$ cat src/hdl/urf_pkg.sv
// ----------------------------------------------------------------------------
// urf_pkg
// Shared types and constants of the ultrasonic range filter.
// ----------------------------------------------------------------------------
`timescale 1ns / 1ps
`default_nettype none

package urf_pkg;

    localparam int SENSOR_COUNT = 4;
    localparam int SENSOR_W     = 2;
    localparam int REG_W        = 10;
    localparam int CFG_INDEX_W  = 2;
    localparam int TIME_W       = 16;
    localparam int RANGE_W      = 18;
    localparam int STATUS_W     = 3;
    localparam int SAMPLES_W    = 2;

    // register map
    localparam logic [CFG_INDEX_W-1:0] REG_MAX_RANGE = 2'd0;
    localparam logic [CFG_INDEX_W-1:0] REG_BLOCK_THR = 2'd1;

    localparam logic [REG_W-1:0] RESET_MAX_CM = 10'd400;
    localparam logic [REG_W-1:0] RESET_THR_CM = 10'd30;

    localparam logic [SAMPLES_W-1:0] SAMPLES_FULL = 2'd2;

    // sensor positions
    localparam logic [SENSOR_W-1:0] SNS_FRONT = 2'd0;
    localparam logic [SENSOR_W-1:0] SNS_RIGHT = 2'd1;
    localparam logic [SENSOR_W-1:0] SNS_BACK  = 2'd2;
    localparam logic [SENSOR_W-1:0] SNS_LEFT  = 2'd3;

    typedef enum logic [STATUS_W-1:0] {
        OBS_CLEAR      = 3'd0,
        OBS_TRAPPED    = 3'd1,
        OBS_BOTH_SIDES = 3'd2,
        OBS_FRONT      = 3'd3,
        OBS_LEFT       = 3'd4,
        OBS_RIGHT      = 3'd5,
        OBS_REAR       = 3'd6
    } t_obstacle;

    typedef enum logic [2:0] {
        ST_IDLE,
        ST_CONV,
        ST_MIX,
        ST_DIVY,
        ST_SUM,
        ST_DIVZ,
        ST_WB
    } t_state;

    typedef struct packed {
        logic                rd_en;
        logic [SENSOR_W-1:0] rd_addr;
        logic                wr_en;
        logic [SENSOR_W-1:0] wr_addr;
    } t_mem_ctl;

endpackage

`default_nettype wire

$ cat src/hdl/urf_state_mem.sv
// ----------------------------------------------------------------------------
// urf_state_mem
// Per-sensor state memory, registered read, valid bit per entry.
// ----------------------------------------------------------------------------
`timescale 1ns / 1ps
`default_nettype none

module urf_state_mem #(
    parameter int               EW       = 56,
    parameter logic [EW-1:0]    RST_WORD = '0
) (
    input  wire                    i_clk,
    input  wire                    i_rst_n,
    input  wire urf_pkg::t_mem_ctl i_ctl,
    input  wire  [EW-1:0]          i_wr_data,
    output logic [EW-1:0]          o_rd_data
);
    import urf_pkg::*;

    logic [EW-1:0]           mem [SENSOR_COUNT];
    logic [SENSOR_COUNT-1:0] r_valid;
    logic [EW-1:0]           r_rd_data;
    logic                    r_rd_valid;

    always_ff @(posedge i_clk) begin
        if (i_ctl.wr_en) begin
            mem[i_ctl.wr_addr] <= i_wr_data;
        end
        if (i_ctl.rd_en) begin
            r_rd_data <= mem[i_ctl.rd_addr];
        end
    end

    always_ff @(posedge i_clk) begin
        if (!i_rst_n) begin
            r_valid    <= '0;
            r_rd_valid <= 1'b0;
        end else begin
            if (i_ctl.wr_en) begin
                r_valid[i_ctl.wr_addr] <= 1'b1;
            end
            if (i_ctl.rd_en) begin
                r_rd_valid <= r_valid[i_ctl.rd_addr];
            end
        end
    end

    // never-written entry reads as the reset contents
    assign o_rd_data = r_rd_valid ? r_rd_data : RST_WORD;

endmodule

`default_nettype wire

$ cat src/hdl/urf_raw_conv.sv
// ----------------------------------------------------------------------------
// urf_raw_conv
// Echo time to fixed-point range: t*10*2^F/582 by reciprocal, range check.
// ----------------------------------------------------------------------------
`timescale 1ns / 1ps
`default_nettype none

module urf_raw_conv #(
    parameter int FRACTION_BITS = 8
) (
    input  wire                           i_clk,
    input  wire                           i_en,
    input  wire  [urf_pkg::TIME_W-1:0]    i_time,
    input  wire                           i_seen,
    input  wire  [urf_pkg::REG_W-1:0]     i_max,
    output logic [FRACTION_BITS+9:0]      o_raw
);
    import urf_pkg::*;

    localparam int RW          = REG_W + FRACTION_BITS;
    localparam int XW          = 19 + FRACTION_BITS;
    localparam int RECIP_SHIFT = 40;
    // ceil(2^40 / 291); exact quotient for every numerator below 2^31
    localparam logic [31:0] RECIP = 32'(((64'd1 << RECIP_SHIFT) + 64'd290) / 64'd291);
    localparam logic [RW-1:0] TWO_FX = RW'(2) << FRACTION_BITS;

    logic [18:0]      t5;
    logic [XW-1:0]    x;
    logic [19:0]      t10;
    logic [19:0]      top;
    logic [XW+31:0]   r_prod;
    logic             r_high;
    logic [RW-1:0]    q;
    logic [RW-1:0]    max_fx;

    assign t5     = {i_time, 2'b00} + 19'(i_time);
    assign x      = {t5, {FRACTION_BITS{1'b0}}};
    assign t10    = {t5, 1'b0};
    assign top    = 20'(i_max) * 20'd582;

    always_ff @(posedge i_clk) begin
        if (i_en) begin
            r_prod <= {32'b0, x} * {{XW{1'b0}}, RECIP};
            r_high <= t10 > top;
        end
    end

    // quotient fits RW bits whenever the upper limit check passes
    assign q      = r_prod[RECIP_SHIFT +: RW];
    assign max_fx = {i_max, {FRACTION_BITS{1'b0}}};
    assign o_raw  = (!i_seen || r_high || q < TWO_FX) ? max_fx : q;

endmodule

`default_nettype wire

$ cat src/hdl/urf_div5.sv
// ----------------------------------------------------------------------------
// urf_div5
// Floor divide by five: registered multiply by reciprocal, then shift.
// ----------------------------------------------------------------------------
`timescale 1ns / 1ps
`default_nettype none

module urf_div5 #(
    parameter int W  = 21,
    parameter int OW = 18
) (
    input  wire             i_clk,
    input  wire             i_en,
    input  wire  [W-1:0]    i_num,
    output logic [OW-1:0]   o_quot
);
    localparam int S = W + 3;
    // ceil(2^S / 5); error below 1/8 keeps the floor exact
    localparam logic [W:0] RECIP = (W+1)'(((64'd1 << S) + 64'd4) / 64'd5);

    logic [2*W:0] r_prod;

    always_ff @(posedge i_clk) begin
        if (i_en) begin
            r_prod <= {{(W+1){1'b0}}, i_num} * {{W{1'b0}}, RECIP};
        end
    end

    assign o_quot = r_prod[S +: OW];

endmodule

`default_nettype wire

$ cat src/hdl/urf_status.sv
// ----------------------------------------------------------------------------
// urf_status
// Obstacle status from the four smoothed ranges, fixed priority.
// ----------------------------------------------------------------------------
`timescale 1ns / 1ps
`default_nettype none

module urf_status #(
    parameter int FRACTION_BITS = 8
) (
    input  wire  [urf_pkg::SENSOR_COUNT-1:0][FRACTION_BITS+9:0] i_filt,
    input  wire  [urf_pkg::REG_W-1:0]                           i_thr,
    output urf_pkg::t_obstacle                                  o_status
);
    import urf_pkg::*;

    localparam int RW = REG_W + FRACTION_BITS;

    logic [RW-1:0]           thr_fx;
    logic [SENSOR_COUNT-1:0] blk;
    logic [2:0]              cnt;

    assign thr_fx = {i_thr, {FRACTION_BITS{1'b0}}};

    always_comb begin
        cnt = '0;
        for (int k = 0; k < SENSOR_COUNT; k++) begin
            blk[k] = i_filt[k] < thr_fx;
            cnt    = cnt + 3'(blk[k]);
        end
    end

    always_comb begin
        if (cnt >= 3'd3) begin
            o_status = OBS_TRAPPED;
        end else if (blk[SNS_LEFT] && blk[SNS_RIGHT]) begin
            o_status = OBS_BOTH_SIDES;
        end else if (blk[SNS_FRONT]) begin
            o_status = OBS_FRONT;
        end else if (blk[SNS_LEFT]) begin
            o_status = OBS_LEFT;
        end else if (blk[SNS_RIGHT]) begin
            o_status = OBS_RIGHT;
        end else if (blk[SNS_BACK]) begin
            o_status = OBS_REAR;
        end else begin
            o_status = OBS_CLEAR;
        end
    end

endmodule

`default_nettype wire

$ cat src/hdl/ultrasonic_range_filter.sv
// ----------------------------------------------------------------------------
// ultrasonic_range_filter
// Four-sensor echo range filter: conversion, spike filter, EMA, status.
// ----------------------------------------------------------------------------
//
//  channel  | direction | handshake                  | word
//  ---------+-----------+----------------------------+------------------------------
//  in       | to block  | i_in_valid / o_in_ready    | sensor, echo seen, echo time
//  out      | from block| o_out_valid / i_out_ready  | sensor, raw, smoothed, status
//  cfg      | to block  | i_cfg_valid / o_cfg_ready  | register index, data
//
//  One word at a time: accept, then conversion multiply, filter select,
//  divide-by-five for the drop weighting, EMA sum, divide-by-five for the
//  EMA, write-back. The single state-memory read/modify/write sets this.
//  Synchronous active-low reset clears the control state and the entry
//  valid bits; an unwritten entry reads as the reset range.
//  The result sits in an output register; the next word is accepted while
//  it waits. Write-back holds until the output register is free.
//  The cfg channel is always ready.
// ----------------------------------------------------------------------------
`timescale 1ns / 1ps
`default_nettype none

module ultrasonic_range_filter #(
    parameter int FRACTION_BITS = 8
) (
    input  wire                              i_clk,
    input  wire                              i_rst_n,

    input  wire                              i_in_valid,
    output logic                             o_in_ready,
    input  wire  [urf_pkg::SENSOR_W-1:0]     i_sensor_index,
    input  wire                              i_echo_seen,
    input  wire  [urf_pkg::TIME_W-1:0]       i_echo_time_us,

    output logic                             o_out_valid,
    input  wire                              i_out_ready,
    output logic [urf_pkg::SENSOR_W-1:0]     o_sensor_out,
    output logic [urf_pkg::RANGE_W-1:0]      o_raw_range,
    output logic [urf_pkg::RANGE_W-1:0]      o_smoothed_range,
    output logic [urf_pkg::STATUS_W-1:0]     o_obstacle_status,

    input  wire                              i_cfg_valid,
    output logic                             o_cfg_ready,
    input  wire  [urf_pkg::CFG_INDEX_W-1:0]  i_cfg_index,
    input  wire  [urf_pkg::REG_W-1:0]        i_cfg_data
);
    import urf_pkg::*;

    // full-precision range width; outputs keep the low 18 bits
    localparam int RW = REG_W + FRACTION_BITS;
    localparam int DW = RW + 3;
    localparam int EW = 3 * RW + SAMPLES_W;

    // entry layout: {current, previous, samples, filtered}
    localparam int FILT_LSB = 0;
    localparam int SAMP_LSB = RW;
    localparam int PREV_LSB = RW + SAMPLES_W;
    localparam int CUR_LSB  = 2 * RW + SAMPLES_W;

    localparam logic [RW-1:0] RST_FX     = RW'(RESET_MAX_CM) << FRACTION_BITS;
    localparam logic [RW-1:0] FIFTEEN_FX = RW'(15) << FRACTION_BITS;
    localparam logic [EW-1:0] RST_WORD   = {RST_FX, RST_FX, {SAMPLES_W{1'b0}}, RST_FX};

    // control
    t_state r_state, n_state;

    // configuration registers
    logic [REG_W-1:0] r_max_cm;
    logic [REG_W-1:0] r_thr_cm;

    // captured input word
    logic [SENSOR_W-1:0] r_s;
    logic                r_seen;
    logic [TIME_W-1:0]   r_time;

    // filter pipeline registers
    logic [RW-1:0]        r_raw;
    logic [RW-1:0]        r_prev_new;
    logic [SAMPLES_W-1:0] r_samp_new;
    logic                 r_first;
    logic                 r_drop;
    logic [RW-1:0]        r_avg;
    logic [DW-1:0]        r_y;
    logic [DW-1:0]        r_z4;

    // smoothed range mirror for the status compare
    logic [SENSOR_COUNT-1:0][RW-1:0] r_filt;
    logic [SENSOR_COUNT-1:0][RW-1:0] filt_view;

    // output register
    logic                  r_out_valid;
    logic [SENSOR_W-1:0]   r_out_s;
    logic [RANGE_W-1:0]    r_out_raw;
    logic [RANGE_W-1:0]    r_out_smooth;
    logic [STATUS_W-1:0]   r_out_status;

    // datapath nets
    logic                 in_acc;
    logic                 out_free;
    logic                 wb_go;
    t_mem_ctl             mem_ctl;
    logic [EW-1:0]        rd_word;
    logic [EW-1:0]        wr_word;
    logic [RW-1:0]        e_cur;
    logic [SAMPLES_W-1:0] e_samp;
    logic [RW-1:0]        e_filt;
    logic [RW-1:0]        raw;
    logic [RW-1:0]        diff;
    logic [DW-1:0]        diff5;
    logic                 consistent;
    logic [RW:0]          pair_sum;
    logic [DW-1:0]        y;
    logic [SAMPLES_W-1:0] samp_new;
    logic [RW-1:0]        quot;
    logic [DW-1:0]        div_num;
    logic                 div_en;
    logic [RW-1:0]        v;
    logic [RW+4:0]        z;
    t_obstacle            status;
    logic [RW+RANGE_W-1:0] raw_ext;
    logic [RW+RANGE_W-1:0] smooth_ext;

    assign in_acc   = i_in_valid && o_in_ready;
    assign out_free = !r_out_valid || i_out_ready;
    assign wb_go    = (r_state == ST_WB) && out_free;

    // ---------------- state machine ----------------
    always_ff @(posedge i_clk) begin
        if (!i_rst_n) begin
            r_state <= ST_IDLE;
        end else begin
            r_state <= n_state;
        end
    end

    always_comb begin
        n_state    = r_state;
        o_in_ready = 1'b0;
        case (r_state)
            ST_IDLE: begin
                o_in_ready = 1'b1;
                if (i_in_valid) begin
                    n_state = ST_CONV;
                end
            end
            ST_CONV: n_state = ST_MIX;
            ST_MIX:  n_state = ST_DIVY;
            ST_DIVY: n_state = ST_SUM;
            ST_SUM:  n_state = ST_DIVZ;
            ST_DIVZ: n_state = ST_WB;
            ST_WB: begin
                if (out_free) begin
                    n_state = ST_IDLE;
                end
            end
            default: n_state = ST_IDLE;
        endcase
    end

    // ---------------- configuration ----------------
    assign o_cfg_ready = 1'b1;

    always_ff @(posedge i_clk) begin
        if (!i_rst_n) begin
            r_max_cm <= RESET_MAX_CM;
            r_thr_cm <= RESET_THR_CM;
        end else if (i_cfg_valid) begin
            case (i_cfg_index)
                REG_MAX_RANGE: r_max_cm <= i_cfg_data;
                REG_BLOCK_THR: r_thr_cm <= i_cfg_data;
                default: ;
            endcase
        end
    end

    // ---------------- state memory ----------------
    // read on accept, write back at the end: one item in flight, no overlap
    assign mem_ctl.rd_en   = in_acc;
    assign mem_ctl.rd_addr = i_sensor_index;
    assign mem_ctl.wr_en   = wb_go;
    assign mem_ctl.wr_addr = r_s;
    assign wr_word         = {r_raw, r_prev_new, r_samp_new, quot};

    urf_state_mem #(
        .EW       (EW),
        .RST_WORD (RST_WORD)
    ) u_mem (
        .i_clk     (i_clk),
        .i_rst_n   (i_rst_n),
        .i_ctl     (mem_ctl),
        .i_wr_data (wr_word),
        .o_rd_data (rd_word)
    );

    assign e_cur  = rd_word[CUR_LSB +: RW];
    assign e_samp = rd_word[SAMP_LSB +: SAMPLES_W];
    assign e_filt = rd_word[FILT_LSB +: RW];

    // ---------------- input capture ----------------
    always_ff @(posedge i_clk) begin
        if (in_acc) begin
            r_s    <= i_sensor_index;
            r_seen <= i_echo_seen;
            r_time <= i_echo_time_us;
        end
    end

    // ---------------- raw conversion (CONV) ----------------
    urf_raw_conv #(
        .FRACTION_BITS (FRACTION_BITS)
    ) u_conv (
        .i_clk  (i_clk),
        .i_en   (r_state == ST_CONV),
        .i_time (r_time),
        .i_seen (r_seen),
        .i_max  (r_max_cm),
        .o_raw  (raw)
    );

    // ---------------- spike filter select (MIX) ----------------
    // current = new raw, previous = stored current
    assign diff       = (raw > e_cur) ? (raw - e_cur) : (e_cur - raw);
    assign diff5      = {diff, 2'b00} + DW'(diff);
    assign consistent = (diff < FIFTEEN_FX) || (diff5 < DW'(e_cur));
    assign pair_sum   = {1'b0, raw} + {1'b0, e_cur};
    // 2c + 3p for the drop weighting
    assign y          = DW'({raw, 1'b0}) + DW'({e_cur, 1'b0}) + DW'(e_cur);
    assign samp_new   = (e_samp < SAMPLES_FULL) ? (e_samp + 2'd1) : SAMPLES_FULL;

    always_ff @(posedge i_clk) begin
        if (r_state == ST_MIX) begin
            r_raw      <= raw;
            r_prev_new <= e_cur;
            r_samp_new <= samp_new;
            r_first    <= samp_new < SAMPLES_FULL;
            r_drop     <= !consistent && (raw < e_cur);
            r_avg      <= pair_sum[RW:1];
            r_y        <= y;
        end
    end

    // ---------------- shared divide by five (DIVY, DIVZ) ----------------
    assign div_en  = (r_state == ST_DIVY) || (r_state == ST_DIVZ);
    assign div_num = (r_state == ST_DIVZ) ? r_z4 : r_y;

    urf_div5 #(
        .W  (DW),
        .OW (RW)
    ) u_div5 (
        .i_clk  (i_clk),
        .i_en   (div_en),
        .i_num  (div_num),
        .o_quot (quot)
    );

    // ---------------- EMA sum (SUM) ----------------
    // first sample passes raw through; 13 s + 7 v, /20 = (>>2) then /5
    assign v = r_first ? r_raw : (r_drop ? quot : r_avg);
    assign z = ({e_filt, 3'b000} + {1'b0, e_filt, 2'b00} + (RW+5)'(e_filt))
             + ({1'b0, v, 3'b000} - (RW+5)'(v));

    always_ff @(posedge i_clk) begin
        if (r_state == ST_SUM) begin
            r_z4 <= z[RW+4:2];
        end
    end

    // ---------------- status and write-back (WB) ----------------
    always_comb begin
        filt_view      = r_filt;
        filt_view[r_s] = quot;
    end

    urf_status #(
        .FRACTION_BITS (FRACTION_BITS)
    ) u_status (
        .i_filt   (filt_view),
        .i_thr    (r_thr_cm),
        .o_status (status)
    );

    always_ff @(posedge i_clk) begin
        if (!i_rst_n) begin
            for (int k = 0; k < SENSOR_COUNT; k++) begin
                r_filt[k] <= RST_FX;
            end
        end else if (wb_go) begin
            r_filt[r_s] <= quot;
        end
    end

    assign raw_ext    = {{RANGE_W{1'b0}}, r_raw};
    assign smooth_ext = {{RANGE_W{1'b0}}, quot};

    always_ff @(posedge i_clk) begin
        if (!i_rst_n) begin
            r_out_valid <= 1'b0;
        end else if (wb_go) begin
            r_out_valid <= 1'b1;
        end else if (i_out_ready) begin
            r_out_valid <= 1'b0;
        end
    end

    always_ff @(posedge i_clk) begin
        if (wb_go) begin
            r_out_s      <= r_s;
            r_out_raw    <= raw_ext[RANGE_W-1:0];
            r_out_smooth <= smooth_ext[RANGE_W-1:0];
            r_out_status <= status;
        end
    end

    assign o_out_valid       = r_out_valid;
    assign o_sensor_out      = r_out_s;
    assign o_raw_range       = r_out_raw;
    assign o_smoothed_range  = r_out_smooth;
    assign o_obstacle_status = r_out_status;

endmodule

`default_nettype wire

$ cat config.mk
export PLATFORM = sky130hd
export DESIGN_NAME = ultrasonic_range_filter
export DESIGN_NICKNAME = d
export VERILOG_FILES = /design/src/hdl/urf_pkg.sv /design/src/hdl/urf_state_mem.sv /design/src/hdl/urf_raw_conv.sv /design/src/hdl/urf_div5.sv /design/src/hdl/urf_status.sv /design/src/hdl/ultrasonic_range_filter.sv
export SDC_FILE = /design/constraint.sdc
export NUM_CORES = 2
export LEC_CHECK = 0
export BUFFER_PORTS_ARGS = -buffer_cell sky130_fd_sc_hd__clkbuf_2
export CAP_MARGIN = 0
export CORE_MARGIN = 2
export CORE_UTILIZATION = 50
export CTS_BUF_LIST = sky130_fd_sc_hd__clkbuf_4 sky130_fd_sc_hd__clkbuf_8
export DETAILED_ROUTE_END_ITERATION = 8
export PLACE_DENSITY = 0.72
export REMOVE_ABC_BUFFERS = 1
export SETUP_SLACK_MARGIN = 0.5
export SYNTH_ARGS = -nofsm -noshare
export SYNTH_HDL_FRONTEND = slang
export SYNTH_SLANG_ARGS = --single-unit
$ cat constraint.sdc
create_clock -name i_clk -period 9.96 [get_ports i_clk]
set_input_delay 0 -clock i_clk [delete_from_list [all_inputs] [get_ports i_clk]]
set_output_delay 0 -clock i_clk [all_outputs]
set_load 0.1 [all_outputs]
Word level (Yosys, flattened, before mapping)
Memory sizes are Yosys's and may differ from the RTL's. A register that Yosys moved wholly into a read port is not among the register bits.
Index checks and enable logic that the tools add are counted.
{"block": "word_totals", "ff_bits": 351, "latchBits": 0, "ram_bits": 224, "rom_bits": 0, "inputBits": 36, "out_inout_bits": 44, "wordCells": 121, "mem_count": 1}
{"memory": "u_mem.mem", "words": 4, "width": 56, "read_ports": 1, "rd_clocked_by_memory_dff": 1, "write_ports": 1, "line": "urf_state_mem.sv:20", "text": "logic [EW-1:0] mem [SENSOR_COUNT];"}
{"block": "op_classes", "n_addsub": 15, "n_mul": 3, "div": 0, "magnitude_cmp": 16, "n_eq_ne": 9, "n_shift": 0, "mux": 27, "bitwise_logic": 1, "reduce_logical": 20}
{"op": "18-bit < comparator", "count": 5}
{"op": "18-bit two-way mux", "count": 5}
{"op": "72-bit bitwise mux", "count": 1}
{"op": "56-bit two-way mux", "count": 1}
{"op": "19-bit by 31-bit multiplier with 49-bit output (second input constant)", "count": 1}
{"op": "20-bit by 18-bit adder with 21-bit output", "count": 2}
{"op": "21-bit by 20-bit multiplier with 40-bit output (second input constant)", "count": 1}
{"op": "18-bit demux with 2-bit select", "count": 1}
{"op": "18-bit subtractor", "count": 2}
{"op": "22-bit by 18-bit adder with 23-bit output", "count": 1}
{"op": "23-bit adder", "count": 1}
{"op": "21-bit by 20-bit adder with 22-bit output", "count": 1}
{"op": "21-bit by 18-bit subtractor with 22-bit output", "count": 1}
{"op": "21-bit by 18-bit < comparator with 1-bit output", "count": 1}
{"op": "21-bit two-way mux", "count": 1}
{"op": "3-bit case mux with 7 select lines", "count": 1}
{"op": "19-bit by 19-bit adder with 20-bit output", "count": 1}
{"op": "20-bit greater-than comparator", "count": 1}
{"op": "18-bit by 16-bit adder with 19-bit output", "count": 1}
{"op": "18-bit by 18-bit adder with 19-bit output", "count": 1}
{"op": "10-bit by 9-bit multiplier with 19-bit output (second input constant)", "count": 1}
{"op": "18-bit greater-than comparator", "count": 1}
{"op": "18-bit by 10-bit < comparator with 1-bit output (second input constant)", "count": 1}
{"op": "18-bit by 12-bit < comparator with 1-bit output (second input constant)", "count": 1}
{"op": "other kinds (26)", "count": 57}

Logic depth before layout (Yosys ltp)
{"block": "depth", "depth_word": 11, "depth_mapped": 38, "mapped_depth_nobuf": 38}

Cells and area by module
A second synthesis with hierarchy kept.
{"block": "hier_totals", "cells_unflattened": 4358, "area_unflattened_um2": 48856.9}
{"module": "ultrasonic_range_filter", "instances": 1, "cells_each": 1721, "area_each_um2": 16983.8}
{"module": "urf_raw_conv", "instances": 1, "cells_each": 1280, "area_each_um2": 12274.3}
{"module": "urf_state_mem", "instances": 1, "cells_each": 430, "area_each_um2": 10372.4}
{"module": "urf_div5", "instances": 1, "cells_each": 818, "area_each_um2": 8276.7}
{"module": "urf_status", "instances": 1, "cells_each": 109, "area_each_um2": 949.7}

Least setup slack after synthesis
OpenSTA, ideal clock, no wires.
{"block": "synth_path", "path_kind": "reg-to-reg", "start": "reg r_time[0]", "end": "reg u_conv.r_prod[57], data pin", "setup_ns": 0.260, "arrival_ns": 8.803, "required_ns": 9.700, "slack_ns": 0.897, "stages_incl_launch_ff": 37, "path_buffers": 0, "synth_period_minus_slack_ns": 9.063, "path_cell_list": "edfxtp_1 ha_1 inv_1 fa_1 nor2b_1 o21ai_0 a21boi_0 o21ai_0 a21boi_0 o21ai_0 a21boi_0 o21ai_0 a21oi_1 a21o_1 a21o_1 xor2_1 ha_1 inv_1 fa_1 fa_1 inv_1 fa_1 fa_1 fa_1 ha_1 and4_1 nand2_1 o41ai_1 o2111ai_1 a21boi_1 a211oi_1 o31ai_1 nor3_1 o31ai_1 o21a_1 nor2_1 xnor2_1"}
{"block": "synth_between", "elab_chain_len": 2}
{"element": "start: declaration", "line": "ultrasonic_range_filter.sv:75", "text": "logic [TIME_W-1:0] r_time;"}
{"element": "start signal: assignment", "line": "ultrasonic_range_filter.sv:205", "text": "r_time <= i_echo_time_us;"}
{"element": "18-bit by 16-bit adder with 19-bit output", "line": "urf_raw_conv.sv:36", "text": "assign t5 = {i_time, 2'b00} + 19'(i_time);"}
{"element": "19-bit by 31-bit multiplier with 49-bit output", "line": "urf_raw_conv.sv:43", "text": "r_prod <= {32'b0, x} * {{XW{1'b0}}, RECIP};"}
{"element": "end signal: assignment", "line": "urf_raw_conv.sv:43"}
{"element": "end: declaration", "line": "urf_raw_conv.sv:31", "text": "logic [XW+31:0] r_prod;"}
No other way between the ends.
A chain may end at the register's enable or synchronous reset.

Final worst setup path
{"block": "layout_path", "start": "reg r_time[1]", "end": "reg u_conv.r_prod[47], data pin"}
The elaborated chain is that of the path after synthesis.

==> results.json <==
{
  "rsz0062_at_grt": "true",
  "drtIter0Drc": 1466,
  "crit_start": "r_time[1]",
  "antennaDiodeCount": 0,
  "cts_tree": "yes",
  "yosys_warnings": 0,
  "cts.sink_count": 438,
  "routedWlPerCell_um": 19.34,
  "worstMarginPinSlew_ns": 1.123,
  "die_x_um": 294.1,
  "whs_ns": 0.04402,
  "netlist_area_um2": 42070,
  "r2r-start": "r_time[1]",
  "clk_pin_slew_ns": 0.07,
  "slew_violations": 0,
  "die_height_um": 294.1,
  "cts_max_level": 3,
  "crit_type": "flip-flop to flip-flop",
  "ys_ff_latch": 438,
  "areaGrowthSynthToFinish_pct": 9.985,
  "critPathSlowestCell": "fa_2",
  "synth_edf_count": 369,
  "io_pins": 80,
  "worst_setup_path_start_kind": "flip-flop",
  "clk_latency_ns": 0.68,
  "final.setup_skew_ns": 0.04108,
  "worst-path-buf-inv": 2,
  "ant_nets": 0,
  "cpMostUsedCell": "a21oi_1",
  "busiest_layer": "met2",
  "cpPeakStageDelay_ns": 0.64,
  "vias_per_cell": 5.379,
  "synthFlopType": "edfxtp_1",
  "cts_buffer_depth": 3,
  "cp.required_ns": 10.36,
  "timing.fmax_mhz": 111.8,
  "dr.pass1.iters": 5,
  "start_util": 0.5042,
  "worst-path-max-fanout": 7,
  "use_met1": 0.3081,
  "min_period_ns": 8.945,
  "core_um2": 83420,
  "gp_congestion": 0.9863,
  "grt_overflow_total": 0,
  "drt_wl_total_um": 99890,
  "dpl.hpwl_um": 80000,
  "seq_area_frac_synth": 0.2963,
  "hold_class": "input pin to flip-flop",
  "drc_errors": 0,
  "arrival_ns": 9.35,
  "grt_max_degree": 62,
  "netlist_instances": 3824,
  "via_count": 27780,
  "rows": 106,
  "drive_above_1_share": 0.1019,
  "grt_first_pass_wirelength_um": 158900,
  "hold_violations": 0,
  "setup_viol": 0,
  "port-buffer-count": 78,
  "cts_made_buffers": 75,
  "maxCapViolCount": 0,
  "use_met3": 0.04131,
  "grt_pass1_vias": 29480,
  "antenna_found_initial": 1,
  "slew_headroom": 0.2500,
  "period_share": 0.8981,
  "worstSetupEndpointType": "flip-flop",
  "die-area_um2": 86470,
  "ys_async_sr_fraction": 0,
  "final_nets": 5146,
  "cts-root-buf": "clkbuf_8",
  "track_usage": 0.2387,
  "cp_top_family": "adder cells",
  "outcome": "complete, no violations",
  "use_met2": 0.4070,
  "avgSynthCellArea_um2": 11.00,
  "worstHoldStart": "i_sensor_index[0]",
  "ys_types": 83
}
[routing by layer]
metal  vias to the layer above  wire (um)
met5                         -          0
met4                         0       3288
met3                       183       5745
met2                       644      48360
met1                     13730      42500
li1                      13230          -
[flip-flops by register name, summed over array words and instances (netlist names), 20 cells and up]
register,cells
r_z4,21
r_y,20
r_filt,40
u_mem.r_rd_data,38
u_mem.mem,152
[cells in the final DEF, fill, tap and decap left out, types with 38 or more instances in the layout]
cell	Yosys	final
inv_1	809	806
ha_1	678	677
fa_1	411	407
edfxtp_1	369	369
nand2_1	228	228
a21oi_1	187	184
nor2_1	131	128
xnor2_1	105	103
o21ai_0	91	87
clkbuf_8	0	85
clkbuf_2	0	77
dfxtp_1	69	69
mux2_2	63	63
dlygate4sd3_1	0	63
a21o_1	57	57
xor2_1	50	50
buf_4	4	47
o21a_1	46	46
nand3_1	43	43
mux4_2	39	39
nor3_1	40	38
[cells in the mapped netlist, types with 43 or more instances]
master	instances	area [um^2]
mux2_2	63	709.4
ha_1	678	8483
a21o_1	57	427.9
o21ai_0	91	455.4
nor2_1	131	491.7
a21oi_1	187	935.9
inv_1	809	3037
o21a_1	46	345.3
nand3_1	43	215.2
dfxtp_1	69	1381
xnor2_1	105	919.6
nand2_1	228	855.8
xor2_1	50	437.9
fa_1	411	8228
edfxtp_1	369	11080
[metrics by stage]
step                setup TNS (ns)  instance area [um^2]  setup WS (ns)  utilization  instances
floorplan                        0                 41760         0.8972            -       3757
global placement          -0.01339                 43850       -0.01339       0.5256       4955
detailed placement         -0.1987                 43850        -0.1161       0.5256       4955
CTS                              0                 46150         0.5122       0.5532       5160
global route                     0                 46270         0.4603       0.5546       5164
finish                           0                 46270          1.015       0.5546       5164
[final timing paths]
kind	endpoint	slack, ns	depth (start not counted)
worst max register to register	u_conv.r_prod[47]	1.02	34
worst min register to register	r_filt[49]	0.45	2
worst min-delay path	r_s[0]	0.04	1
worst max-delay path	u_conv.r_prod[47]	1.02	34
[final cells by class]
class,instances,area (um^2)
clock buffer,101,1290
clock inverter,39,329.1
fill,7068,37160
inverter,809,3038
multi-input combinational,2510,26430
sequential,438,12460
tap,1080,1351
timing repair buffer,187,1369
[repair_timing]
action                                  in CTS  in global routing
endpoints found under the hold margin       57                  0
hold buffers                                63                  0
setup buffers                                2                  4
endpoints found under the setup margin      10                 14
pin swaps                                    2                 14
gates resized for setup                      5                 28
[cell families (layout without fill, tap and decap cells)]
kind of cell / count (synthesis) / in the layout / synth area share
simple gates: 595 / 595 / 0.06585
other cells: 1 / 1 / 0.00008915
flops: 438 / 438 / 0.2963
compound gates: 532 / 532 / 0.08260
xor+xnor: 155 / 155 / 0.03227
fa+ha+maj: 1089 / 1089 / 0.3973
mux: 138 / 138 / 0.04631
buf+inv: 876 / 1136 / 0.07936
Power is not shown: default switching activity piles up to over one toggle a cycle in this logic, so the estimate is an artifact.
